**config.mk**
```make
export PLATFORM = sky130hd
export DESIGN_NAME = stable_min_priority_queue_core
export DESIGN_NICKNAME = d
export VERILOG_FILES = /design/src/rtl/smpq_pkg.sv /design/src/rtl/smpq_cell.sv /design/src/rtl/stable_min_priority_queue_core.sv
export SDC_FILE = /design/constraint.sdc
export NUM_CORES = 2
export LEC_CHECK = 0
export BUFFER_PORTS_ARGS = -buffer_cell sky130_fd_sc_hd__clkbuf_2
export CELL_PAD_IN_SITES_DETAIL_PLACEMENT = 0
export CELL_PAD_IN_SITES_GLOBAL_PLACEMENT = 2
export CORE_ASPECT_RATIO = 1.1
export CORE_UTILIZATION = 40
export DETAILED_ROUTE_END_ITERATION = 10
export PLACE_DENSITY = 0.86
export SLEW_MARGIN = 10
export SYNTH_ARGS = -nofsm -noshare
export SYNTH_HDL_FRONTEND = slang
export SYNTH_SLANG_ARGS = --single-unit
```
**constraint.sdc**
```tcl
create_clock -name clk_i -period 6.6 [get_ports clk_i]
set_clock_uncertainty 0.15 [all_clocks]
set_input_delay 0.33 -clock clk_i [delete_from_list [all_inputs] [get_ports clk_i]]
set_output_delay 0.33 -clock clk_i [all_outputs]
set_load 0.02 [all_outputs]
```
**src/rtl/smpq_pkg.sv**
```systemverilog
// Shared types and constants for the stable minimum priority queue.
// No dependencies; every other file in rtl/ refers to it by scoped names.
package smpq_pkg;

  localparam int Capacity   = 16;
  localparam int CntW       = $clog2(Capacity + 1);
  localparam int ValueW     = 32;
  localparam int PrioW      = 8;
  localparam int StatusW    = 2;
  localparam int EntryCntW  = 5;

  typedef enum logic {
    OpEnqueue = 1'b0,
    OpDequeue = 1'b1
  } opcode_e;

  typedef enum logic [StatusW-1:0] {
    StatusOk        = 2'd0,
    StatusUnderflow = 2'd1,
    StatusOverflow  = 2'd2
  } status_e;

  // Per-cycle command broadcast to every cell of the chain.
  typedef struct packed {
    logic push;
    logic pop;
  } cell_ctrl_t;

endpackage

```
**src/rtl/smpq_cell.sv**
```systemverilog
// One slot of the sorted chain: holds a value/priority pair and trades it
// with its neighbors. Depends on smpq_pkg.
module smpq_cell (
  input  logic                                clk_i,
  input  smpq_pkg::cell_ctrl_t                ctrl_i,
  input  logic                                occupied_i,
  input  logic signed [smpq_pkg::ValueW-1:0]  new_value_i,
  input  logic        [smpq_pkg::PrioW-1:0]   new_prio_i,
  input  logic                                left_ins_i,
  input  logic signed [smpq_pkg::ValueW-1:0]  left_value_i,
  input  logic        [smpq_pkg::PrioW-1:0]   left_prio_i,
  input  logic signed [smpq_pkg::ValueW-1:0]  right_value_i,
  input  logic        [smpq_pkg::PrioW-1:0]   right_prio_i,
  output logic                                ins_o,
  output logic signed [smpq_pkg::ValueW-1:0]  value_o,
  output logic        [smpq_pkg::PrioW-1:0]   prio_o
);

  logic signed [smpq_pkg::ValueW-1:0] value_q, value_d;
  logic        [smpq_pkg::PrioW-1:0]  prio_q, prio_d;

  // Slot lies at or behind the insert point: free, or strictly less urgent.
  assign ins_o = ~occupied_i | (prio_q > new_prio_i);

  always_comb begin
    value_d = value_q;
    prio_d  = prio_q;
    if (ctrl_i.pop) begin
      // advance toward the front
      value_d = right_value_i;
      prio_d  = right_prio_i;
    end else if (ctrl_i.push && ins_o) begin
      if (left_ins_i) begin
        value_d = left_value_i;
        prio_d  = left_prio_i;
      end else begin
        value_d = new_value_i;
        prio_d  = new_prio_i;
      end
    end
  end

  always_ff @(posedge clk_i) begin
    value_q <= value_d;
    prio_q  <= prio_d;
  end

  assign value_o = value_q;
  assign prio_o  = prio_q;

endmodule

```
**src/rtl/stable_min_priority_queue_core.sv**
```systemverilog
// Top level of the stable minimum priority queue: a chain of smpq_cell slots
// plus the occupancy counter and result register. Depends on smpq_pkg.
//
// Usage: the queue takes one request per clock. A request is accepted when
// start is high (busy is always low, so every start is taken). The result
// appears on the following cycle for exactly one cycle, marked by
// result_valid_o, and cannot be held off: capture it then. Throughput is one
// request per cycle, set by the compare-and-shift chain, where every slot
// decides locally whether to hold, take the new entry, take its front
// neighbor (insert) or take its back neighbor (dequeue). Slot 0 is the
// front; lower priority numbers leave first and equal priorities leave in
// arrival order. Head fields read zero when the queue is empty. Enqueue on
// a full queue reports overflow and dequeue on an empty queue reports
// underflow; neither changes the contents. Slot storage has no reset; only
// the count and result strobe are cleared.
module stable_min_priority_queue_core (
  input  logic                                  clk_i,
  input  logic                                  rst_ni,
  input  logic                                  start,
  output logic                                  busy,
  input  logic                                  opcode_i,
  input  logic signed [smpq_pkg::ValueW-1:0]    item_value_i,
  input  logic        [smpq_pkg::PrioW-1:0]     item_priority_i,
  output logic                                  result_valid_o,
  output logic        [smpq_pkg::StatusW-1:0]   status_o,
  output logic signed [smpq_pkg::ValueW-1:0]    head_value_o,
  output logic        [smpq_pkg::PrioW-1:0]     head_priority_o,
  output logic                                  is_empty_o,
  output logic                                  is_full_o,
  output logic        [smpq_pkg::EntryCntW-1:0] entry_count_o
);

  logic accept;
  logic empty, full;
  smpq_pkg::cell_ctrl_t ctrl;

  logic [smpq_pkg::CntW-1:0] count_q, count_d;
  logic                      result_valid_q;
  smpq_pkg::status_e         status_q, status_d;

  logic                               occ   [smpq_pkg::Capacity];
  logic                               ins   [smpq_pkg::Capacity];
  logic signed [smpq_pkg::ValueW-1:0] value [smpq_pkg::Capacity];
  logic        [smpq_pkg::PrioW-1:0]  prio  [smpq_pkg::Capacity];

  // Every request is taken in the cycle it is raised.
  assign busy   = 1'b0;
  assign accept = start & ~busy;

  assign empty = (count_q == '0);
  assign full  = (count_q == smpq_pkg::CntW'(smpq_pkg::Capacity));

  // Drop requests that would overflow or underflow before they reach the chain.
  always_comb begin
    ctrl.push = accept && (opcode_i == smpq_pkg::OpEnqueue) && !full;
    ctrl.pop  = accept && (opcode_i == smpq_pkg::OpDequeue) && !empty;
  end

  always_comb begin
    count_d  = count_q;
    status_d = smpq_pkg::StatusOk;
    if (ctrl.push) begin
      count_d = count_q + 1'b1;
    end else if (ctrl.pop) begin
      count_d = count_q - 1'b1;
    end
    if (opcode_i == smpq_pkg::OpEnqueue) begin
      if (full) status_d = smpq_pkg::StatusOverflow;
    end else begin
      if (empty) status_d = smpq_pkg::StatusUnderflow;
    end
  end

  always_ff @(posedge clk_i or negedge rst_ni) begin
    if (!rst_ni) begin
      count_q        <= '0;
      result_valid_q <= 1'b0;
    end else begin
      count_q        <= count_d;
      result_valid_q <= accept;
    end
  end

  // Status is payload: only read while the strobe is high.
  always_ff @(posedge clk_i) begin
    if (accept) begin
      status_q <= status_d;
    end
  end

  // Slot chain: each slot knows whether it holds a live entry from the count,
  // and hands its data and insert flag to its neighbors.
  for (genvar i = 0; i < smpq_pkg::Capacity; i++) begin : g_cell
    logic                               left_ins;
    logic signed [smpq_pkg::ValueW-1:0] left_value, right_value;
    logic        [smpq_pkg::PrioW-1:0]  left_prio, right_prio;

    assign occ[i] = (smpq_pkg::CntW'(i) < count_q);

    if (i == 0) begin : g_front
      assign left_ins   = 1'b0;
      assign left_value = item_value_i;
      assign left_prio  = item_priority_i;
    end else begin : g_inner
      assign left_ins   = ins[i-1];
      assign left_value = value[i-1];
      assign left_prio  = prio[i-1];
    end

    if (i == smpq_pkg::Capacity - 1) begin : g_back
      // the back slot becomes free on dequeue; hold its contents
      assign right_value = value[i];
      assign right_prio  = prio[i];
    end else begin : g_mid
      assign right_value = value[i+1];
      assign right_prio  = prio[i+1];
    end

    smpq_cell u_cell (
      .clk_i         (clk_i),
      .ctrl_i        (ctrl),
      .occupied_i    (occ[i]),
      .new_value_i   (item_value_i),
      .new_prio_i    (item_priority_i),
      .left_ins_i    (left_ins),
      .left_value_i  (left_value),
      .left_prio_i   (left_prio),
      .right_value_i (right_value),
      .right_prio_i  (right_prio),
      .ins_o         (ins[i]),
      .value_o       (value[i]),
      .prio_o        (prio[i])
    );
  end

  // Results come straight from state after the update edge.
  assign result_valid_o  = result_valid_q;
  assign status_o        = status_q;
  assign head_value_o    = empty ? '0 : value[0];
  assign head_priority_o = empty ? '0 : prio[0];
  assign is_empty_o      = empty;
  assign is_full_o       = full;
  assign entry_count_o   = smpq_pkg::EntryCntW'(count_q);

  // Count never runs past capacity.
  a_count_bound : assert property (@(posedge clk_i) disable iff (!rst_ni)
    count_q <= smpq_pkg::CntW'(smpq_pkg::Capacity))
    else $error("occupancy above capacity");

  // Every accepted request yields a result on the next cycle.
  a_result_follows : assert property (@(posedge clk_i) disable iff (!rst_ni)
    accept |=> result_valid_o)
    else $error("missing result strobe");

  // A successful dequeue removes exactly one entry.
  a_pop_count : assert property (@(posedge clk_i) disable iff (!rst_ni)
    ctrl.pop |=> count_q == $past(count_q) - 1'b1)
    else $error("dequeue count mismatch");

  // Overflow is only reported on a full queue, underflow only on an empty one.
  a_overflow_full : assert property (@(posedge clk_i) disable iff (!rst_ni)
    result_valid_o && status_o == smpq_pkg::StatusOverflow |-> is_full_o)
    else $error("overflow while not full");

  a_underflow_empty : assert property (@(posedge clk_i) disable iff (!rst_ni)
    result_valid_o && status_o == smpq_pkg::StatusUnderflow |-> is_empty_o)
    else $error("underflow while not empty");

endmodule

```
Word level (Yosys, flattened, before mapping)
Cells that the tools add are included.
{"block": "word_totals", "elab_cells": 241, "reg_bits": 648, "in_bits": 44}
{"block": "classes", "n_eq_ne": 1, "muxes": 97, "n_addsub": 2, "n_bitwise": 34, "n_lt_le_gt_ge": 32, "reduce_logical": 40}
{"operator": "$mux 32", "count": 46}
{"operator": "$mux 8", "count": 46}
{"operator": "$gt 8x8->1", "count": 16}
{"operator": "$lt 4x5->1 const A", "count": 8}
{"operator": "$reduce_bool 2->1", "count": 16}
{"operator": "$logic_and 1x1->1", "count": 20}
{"operator": "$lt 3x5->1 const A", "count": 4}
{"operator": "$not 1->1", "count": 18}
{"operator": "$or 1x1->1", "count": 16}
{"operator": "$lt 1x5->1 const A", "count": 2}
{"operator": "$lt 2x5->1 const A", "count": 2}
{"operator": "$mux 5", "count": 2}
{"operator": "$add 5x1->5 const B", "count": 1}
{"operator": "$eq 5x5->1 const B", "count": 1}
{"operator": "$logic_not 5->1", "count": 1}
{"operator": "$sub 5x1->5 const B", "count": 1}
{"operator": "$mux 2", "count": 2}
{"operator": "$logic_not 1->1", "count": 2}
{"operator": "$reduce_and 2->1", "count": 1}
{"operator": "$mux 1", "count": 1}

Longest topological paths before layout
{"block": "depth", "depth_word": 6, "mapped_depth": 11, "ltp_nobuf": 8}

Hierarchy
Synthesis repeated with hierarchy kept, for this count alone.
{"block": "unflattened", "hier_cells": 3370, "area_unflattened_um2": 37088.1}
{"mod": "smpq_cell at g_cell[0].u_cell ...", "area_per_inst_um2": 2267.2, "instances": 10, "cells_each": 203}
{"mod": "smpq_cell at g_cell[4].u_cell ...", "area_per_inst_um2": 2247.2, "instances": 6, "cells_each": 203}
{"mod": "stable_min_priority_queue_core", "area_per_inst_um2": 933.4, "instances": 1, "cells_each": 122}

Worst setup path after synthesis
OpenSTA, ideal clock, no wires.
{"block": "synth_path", "path_type": "input port to flip-flop", "from": "input port item_priority_i[7] (netlist bit)", "to": "register g_cell[1].u_cell.prio_q (netlist bit g_cell[1].u_cell.prio_o[0]), enable pin", "t_required_ns": 5.957, "arrival_time_ns": 4.614, "cell_stages": 8, "path_slack_ns": 1.344, "path_cell_list": "inv_1 ha_1 nand4_1 nor2_1 a211oi_1 nor3_4 buf_4 o21ai_0"}
{"block": "synth_between", "elab_chain_cells": 4}
{"item": "from (decl)", "line_no": "stable_min_priority_queue_core.sv:23", "source": "input logic [smpq_pkg::PrioW-1:0] item_priority_i,"}
{"item": "$gt 8x8->1", "line_no": "smpq_cell.sv:23", "source": "assign ins_o = ~occupied_i | (prio_q > new_prio_i);"}
{"item": "$or 1x1->1", "line_no": "smpq_cell.sv:23"}
{"item": "$logic_and 1x1->1", "line_no": "smpq_cell.sv:32", "source": "end else if (ctrl_i.push && ins_o) begin"}
{"item": "$reduce_bool 2->1 (no line)"}
{"item": "to (signal assigned)", "line_no": "smpq_cell.sv:45", "source": "prio_q <= prio_d;"}
{"item": "to (decl)", "line_no": "smpq_cell.sv:20", "source": "logic [smpq_pkg::PrioW-1:0] prio_q, prio_d;"}
Every way passes these cells.
A chain may end at the register's enable or synchronous reset.

Final worst setup path
{"block": "layout_path", "from": "register count_q (netlist bit entry_count_o[4])", "to": "register g_cell[4].u_cell.value_q (netlist bit g_cell[4].u_cell.value_o[0]), data pin"}
{"block": "layout_between", "elab_chain_cells": 6}
{"item": "from (decl)", "line_no": "stable_min_priority_queue_core.sv:37", "source": "logic [smpq_pkg::CntW-1:0] count_q, count_d;"}
{"item": "from (signal assigned)", "line_no": "stable_min_priority_queue_core.sv:79", "source": "count_q <= count_d;"}
{"item": "$lt 2x5->1", "line_no": "stable_min_priority_queue_core.sv:98", "source": "assign occ[i] = (smpq_pkg::CntW'(i) < count_q);"}
{"item": "$not 1->1", "line_no": "smpq_cell.sv:23"}
{"item": "$or 1x1->1", "line_no": "smpq_cell.sv:23"}
{"item": "$mux 32", "line_no": "smpq_cell.sv:33", "source": "if (left_ins_i) begin"}
{"item": "$mux 32", "line_no": "smpq_cell.sv:32"}
{"item": "$mux 32 *", "line_no": "smpq_cell.sv:28", "source": "if (ctrl_i.pop) begin"}
{"item": "named net g_cell[4].u_cell.value_d (one bit)", "line_no": "smpq_cell.sv:19", "source": "logic signed [smpq_pkg::ValueW-1:0] value_q, value_d;"}
{"item": "to (signal assigned)", "line_no": "smpq_cell.sv:44", "source": "value_q <= value_d;"}
{"item": "to (decl)", "line_no": "smpq_cell.sv:19"}
Mark *: on every way through the listed nets, which the timed path passes. The rest lies on a longest branch. The select of a mux whose other input is x is not followed.

==> impl_metrics.py <==
metrics = {
    "clock_tree": {
        "cts_made_buffers": 71,
        "cts-root-to-sink-buffers": 3,
        "cts_tree": "done",
        "clkLatencyLatePin_ns": 0.61,
        "clock_slew_seen_by_the_registers_of_the_worst_setup_and_hold_paths_ns": 0.06,
        "cts-htree-levels": 3,
        "post_cts.resized_instances": 0,
        "postCtsSetupRepairBufs": 0,
        "clock-root-buffer": "sky130_fd_sc_hd__clkbuf_16",
        "cts_sink_cnt": 648,
    },
    "yosys": {
        "ys_ff_latch": 648,
        "yosys-top-cells-count": "642 x sky130_fd_sc_hd__edfxtp_1, 560 x sky130_fd_sc_hd__mux2i_1, 429 x sky130_fd_sc_hd__a21oi_1",
        "dominant_combinational_cell_family_by_area_after_synthesis": "multiplexers",
        "dominantRegCellSynth": "sky130_fd_sc_hd__edfxtp_1",
        "synth_simple_gate_area_frac": 0.101,
        "synthDominantCellAreaShare": 0.538,
        "synth_async_sr_flop_share": 0.00926,
        "synth-adder-area-share": 0.0461,
        "synth_largest_area_cell": "sky130_fd_sc_hd__edfxtp_1",
        "synth-warning-count": 0,
        "yosys-mux-area-fraction": 0.169,
        "compound_gate_portion_of_the_synthesized_area": 0.0993,
        "synth-seq-area-share": 0.542,
        "post_synth_num_cell_types": 52,
        "synthTopCellsByArea": "sky130_fd_sc_hd__edfxtp_1 54%, sky130_fd_sc_hd__mux2i_1 16%, sky130_fd_sc_hd__a21oi_1 6.0%, sky130_fd_sc_hd__ha_1 4.6%, sky130_fd_sc_hd__nor2_1 4.4%",
        "synth.most_common_cell": "sky130_fd_sc_hd__edfxtp_1",
        "syn-mean-instance-area_um2": 11.2,
        "count_of_flip_flops_with_a_built_in_enable_after_synthesis": 642,
        "synthesis.nets": 3363,
        "netlist_instances": 3187,
        "post_synth_instance_area_um2": 35800,
        "area_share_of_xor_xnor_cells_in_the_synthesized_design": 0.000977,
    },
    "sta": {
        "final.min_clock_period_ns": 4.70,
        "rsz0062_at_grt": "no",
        "summed_negative_setup_slack_over_all_endpoints_ns": 0,
        "finalSetupViolations": 0,
        "finalWorstSetupSlack_ns": 1.90,
        "max_freq_ghz": 0.213,
        "report.final.hold_viol_count": 0,
        "hold_ws_ns": 0.101,
        "final_cycle_utilization_of_the_critical_path": 0.712,
        "fin_max_slew_vios": 0,
        "max-slew-margin-rel": 0.262,
        "max_slew.worst_pin.slew_ns": 1.10,
    },
    "routing": {
        "drt_iter0_drc": 1828,
        "drcViolationCount": 0,
        "detail_route.wirelength_um": 94800,
        "antenna_violating_nets_post_route": 0,
        "viasPerCell": 5.57,
        "drt_pre_antenna_iters": 5,
        "routed_wire_length_per_instance_um": 21.7,
        "routed-via-count": 24329,
    },
    "floorplan": {
        "design.core.area_um2": 88300,
        "floorplan_die_width_um": 287,
        "die-area_um2": 90800,
        "io_pins": 95,
        "number_of_placement_rows": 114,
        "initial_core_util": 0.406,
        "die-height_um": 316,
    },
    "global_route": {
        "overflow_left_after_global_routing": 0,
        "grt.met2_usage": 0.340,
        "top_usage_layer": "met2",
        "grt_util_all_layers": 0.207,
        "grt_first_pass_wirelength_um": 147000,
        "antenna_found_initial": 1,
        "largest_net_degree_at_the_start_of_global_routing": 210,
        "number_of_global_route_vias_before_repair": 24195,
        "grt_use_met3": 0.0262,
        "met1_usage": 0.291,
    },
    "run_status": {
        "status": "finished clean",
    },
    "setup_path": {
        "timing.critical_path.required_ns": 6.76,
        "critPathKind": "flop to flop",
        "timing.critical_path.to_type": "flop",
        "r2r_start": "entry_count_o[4]",
        "reg2reg_slack_ns": 1.90,
        "timing.critical_path.fanout_max": 78,
        "timing.critical_path.cells": "nor3_4 > nand2_2 > nand3_4 > buf_4 > buf_4 > a21oi_1",
        "path_common_cell": "sky130_fd_sc_hd__buf_4",
        "critPathSlowestCell": "sky130_fd_sc_hd__nand3_4",
        "timing.critical_path.arrival_ns": 4.86,
        "worst_r2r_path_depth": 6,
        "timing.critical_path.from_type": "flop",
        "rr_endpoint": "g_cell[4].u_cell.value_o[0]",
        "crit_path_max_incr_delay_ns": 0.92,
    },
    "worst_hold_path": {
        "holdCritPathClass": "input port to flop",
        "hold_path.startpoint": "item_value_i[6]",
        "hold_end": "g_cell[0].u_cell.value_o[6]",
        "hold_path_depth": 3,
    },
    "pwr": {
        "ir_worst_vdd_v": 0.000362,
        "power.leakage_nw": 15.1,
        "power-per-cell-area_nw_per_um2": 484,
    },
    "layout": {
        "final_layout_size_suffix_gt1_frac": 0.0978,
        "n_antenna_cell": 0,
        "syn2layout_area_growth_pct": 9.56,
        "fill_cells": 8296,
        "final_nets": 3334,
        "instances_no_fill": 4370,
        "postLayoutCoreUtil": 0.445,
    },
    "flow_run": {
        "max_cap_viol_count": 0,
    },
    "place": {
        "place_worst_setup_slack_ns": 1.86,
        "dpl.cell_count": 4241,
        "io_buffer_count": 93,
        "hpwlAfterDp_um": 57500,
        "gp_routability_congestion": 0.821,
    },
}
what timing repair did:
item / in CTS / in global routing
endpoints found under the hold margin: 10 / 0
hold buffers: 4 / 0
endpoints found under the setup margin: 0 / 0
kinds of logic (layout without fill, tap and decap cells):
kind of cell,count (synthesis),in the layout
xor gates and xnor gates,4,4
muxes,600,600
AOI/OAI and AO/OA,678,678
DFF,648,648
other,1,1
and+or+nand+nor,849,849
adders and majority gates,132,132
buffers and inverters,275,298
worst max path at each step:
| stage | from | slack, ns | to |
|---|---|---|---|
| after global routing | entry_count_o[4] | 1.53 | g_cell[5].u_cell.value_o[4] |
| after detailed placement | entry_count_o[4] | 1.86 | g_cell[4].u_cell.value_o[0] |
| after CTS | entry_count_o[4] | 1.85 | g_cell[4].u_cell.value_o[0] |
| after floorplan | item_priority_i[7] | 1.34 | g_cell[1].u_cell.prio_o[0] |
| after global placement | entry_count_o[4] | 1.97 | g_cell[5].u_cell.value_o[2] |
| final | entry_count_o[4] | 1.90 | g_cell[4].u_cell.value_o[0] |
layer usage:
layer | routed length [um] | vias up | share of wire
met5 | 0 | - | 0
met4 | 1650 | 0 | 0.017
met3 | 4030 | 95 | 0.042
met2 | 44700 | 486 | 0.47
met1 | 44500 | 12134 | 0.47
li1 | - | 11614 | -
cells in the final DEF, fill, tap and decap left out, types with 10 or more instances in the layout:
| cell | Yosys | routed |
|---|---|---|
| sky130_fd_sc_hd__inv_1 | 27 | 27 |
| sky130_fd_sc_hd__o21ai_1 | 126 | 122 |
| sky130_fd_sc_hd__clkinv_1 | 0 | 19 |
| sky130_fd_sc_hd__nand2_2 | 1 | 11 |
| sky130_fd_sc_hd__and2_1 | 49 | 49 |
| sky130_fd_sc_hd__mux2i_1 | 560 | 560 |
| sky130_fd_sc_hd__mux2_2 | 40 | 40 |
| sky130_fd_sc_hd__o21ai_0 | 75 | 71 |
| sky130_fd_sc_hd__a211oi_1 | 14 | 14 |
| sky130_fd_sc_hd__edfxtp_1 | 642 | 642 |
| sky130_fd_sc_hd__buf_4 | 10 | 44 |
| sky130_fd_sc_hd__ha_1 | 132 | 132 |
| sky130_fd_sc_hd__clkbuf_2 | 0 | 93 |
| sky130_fd_sc_hd__clkbuf_16 | 0 | 75 |
| sky130_fd_sc_hd__nand2_1 | 293 | 282 |
| sky130_fd_sc_hd__and4_1 | 10 | 10 |
| sky130_fd_sc_hd__nor2_1 | 421 | 421 |
| sky130_fd_sc_hd__a21oi_1 | 429 | 429 |
| sky130_fd_sc_hd__nand4_1 | 23 | 23 |
| sky130_fd_sc_hd__clkbuf_1 | 75 | 15 |
| sky130_fd_sc_hd__nor2b_1 | 17 | 17 |
per-stage QoR:
stage	area [um2]	total power, mW
3_3_place_gp	37000	15.1
4_1_cts	39300	19.1
6_report	39300	19.0
5_1_grt	39300	20.1
3_5_place_dp	37000	15.2
2_1_floorplan	35800	13.1
registers in the layout, indices dropped and copies added, names as in the netlist:
name and cells:
entry_count_o 5, status_o 2, g_cell.u_cell.prio_o 128, result_valid_o 1
g_cell.u_cell.value_o 512
where the power goes:
group          switching, mW  leakage (nW)  internal (mW)
registers              0.864          6.16           6.66
clock network           1.66          1.08           2.21
logic                   4.50          7.91           3.10
critical path, delay by kind of cell, from the launching register on:
kind | cells | cell delay [ns]
buffers and inverters | 2 | 1.36
AOI/OAI and AO/OA | 1 | 0.16
DFF | 1 | 0.64
and+or+nand+nor | 3 | 1.98
cell type report:
cell class	instances	area, um2	area share
Clock buffer	92	1960	0.0499
Clock inverter	33	235	0.00599
Inverter	27	101	0.00258
Multi-Input combinational cell	2264	15200	0.386
Sequential cell	648	19400	0.495
Tap cell	1160	1450	0.0370
Timing Repair Buffer	146	936	0.0238
Note: power is estimated with default switching activity, not from simulation.
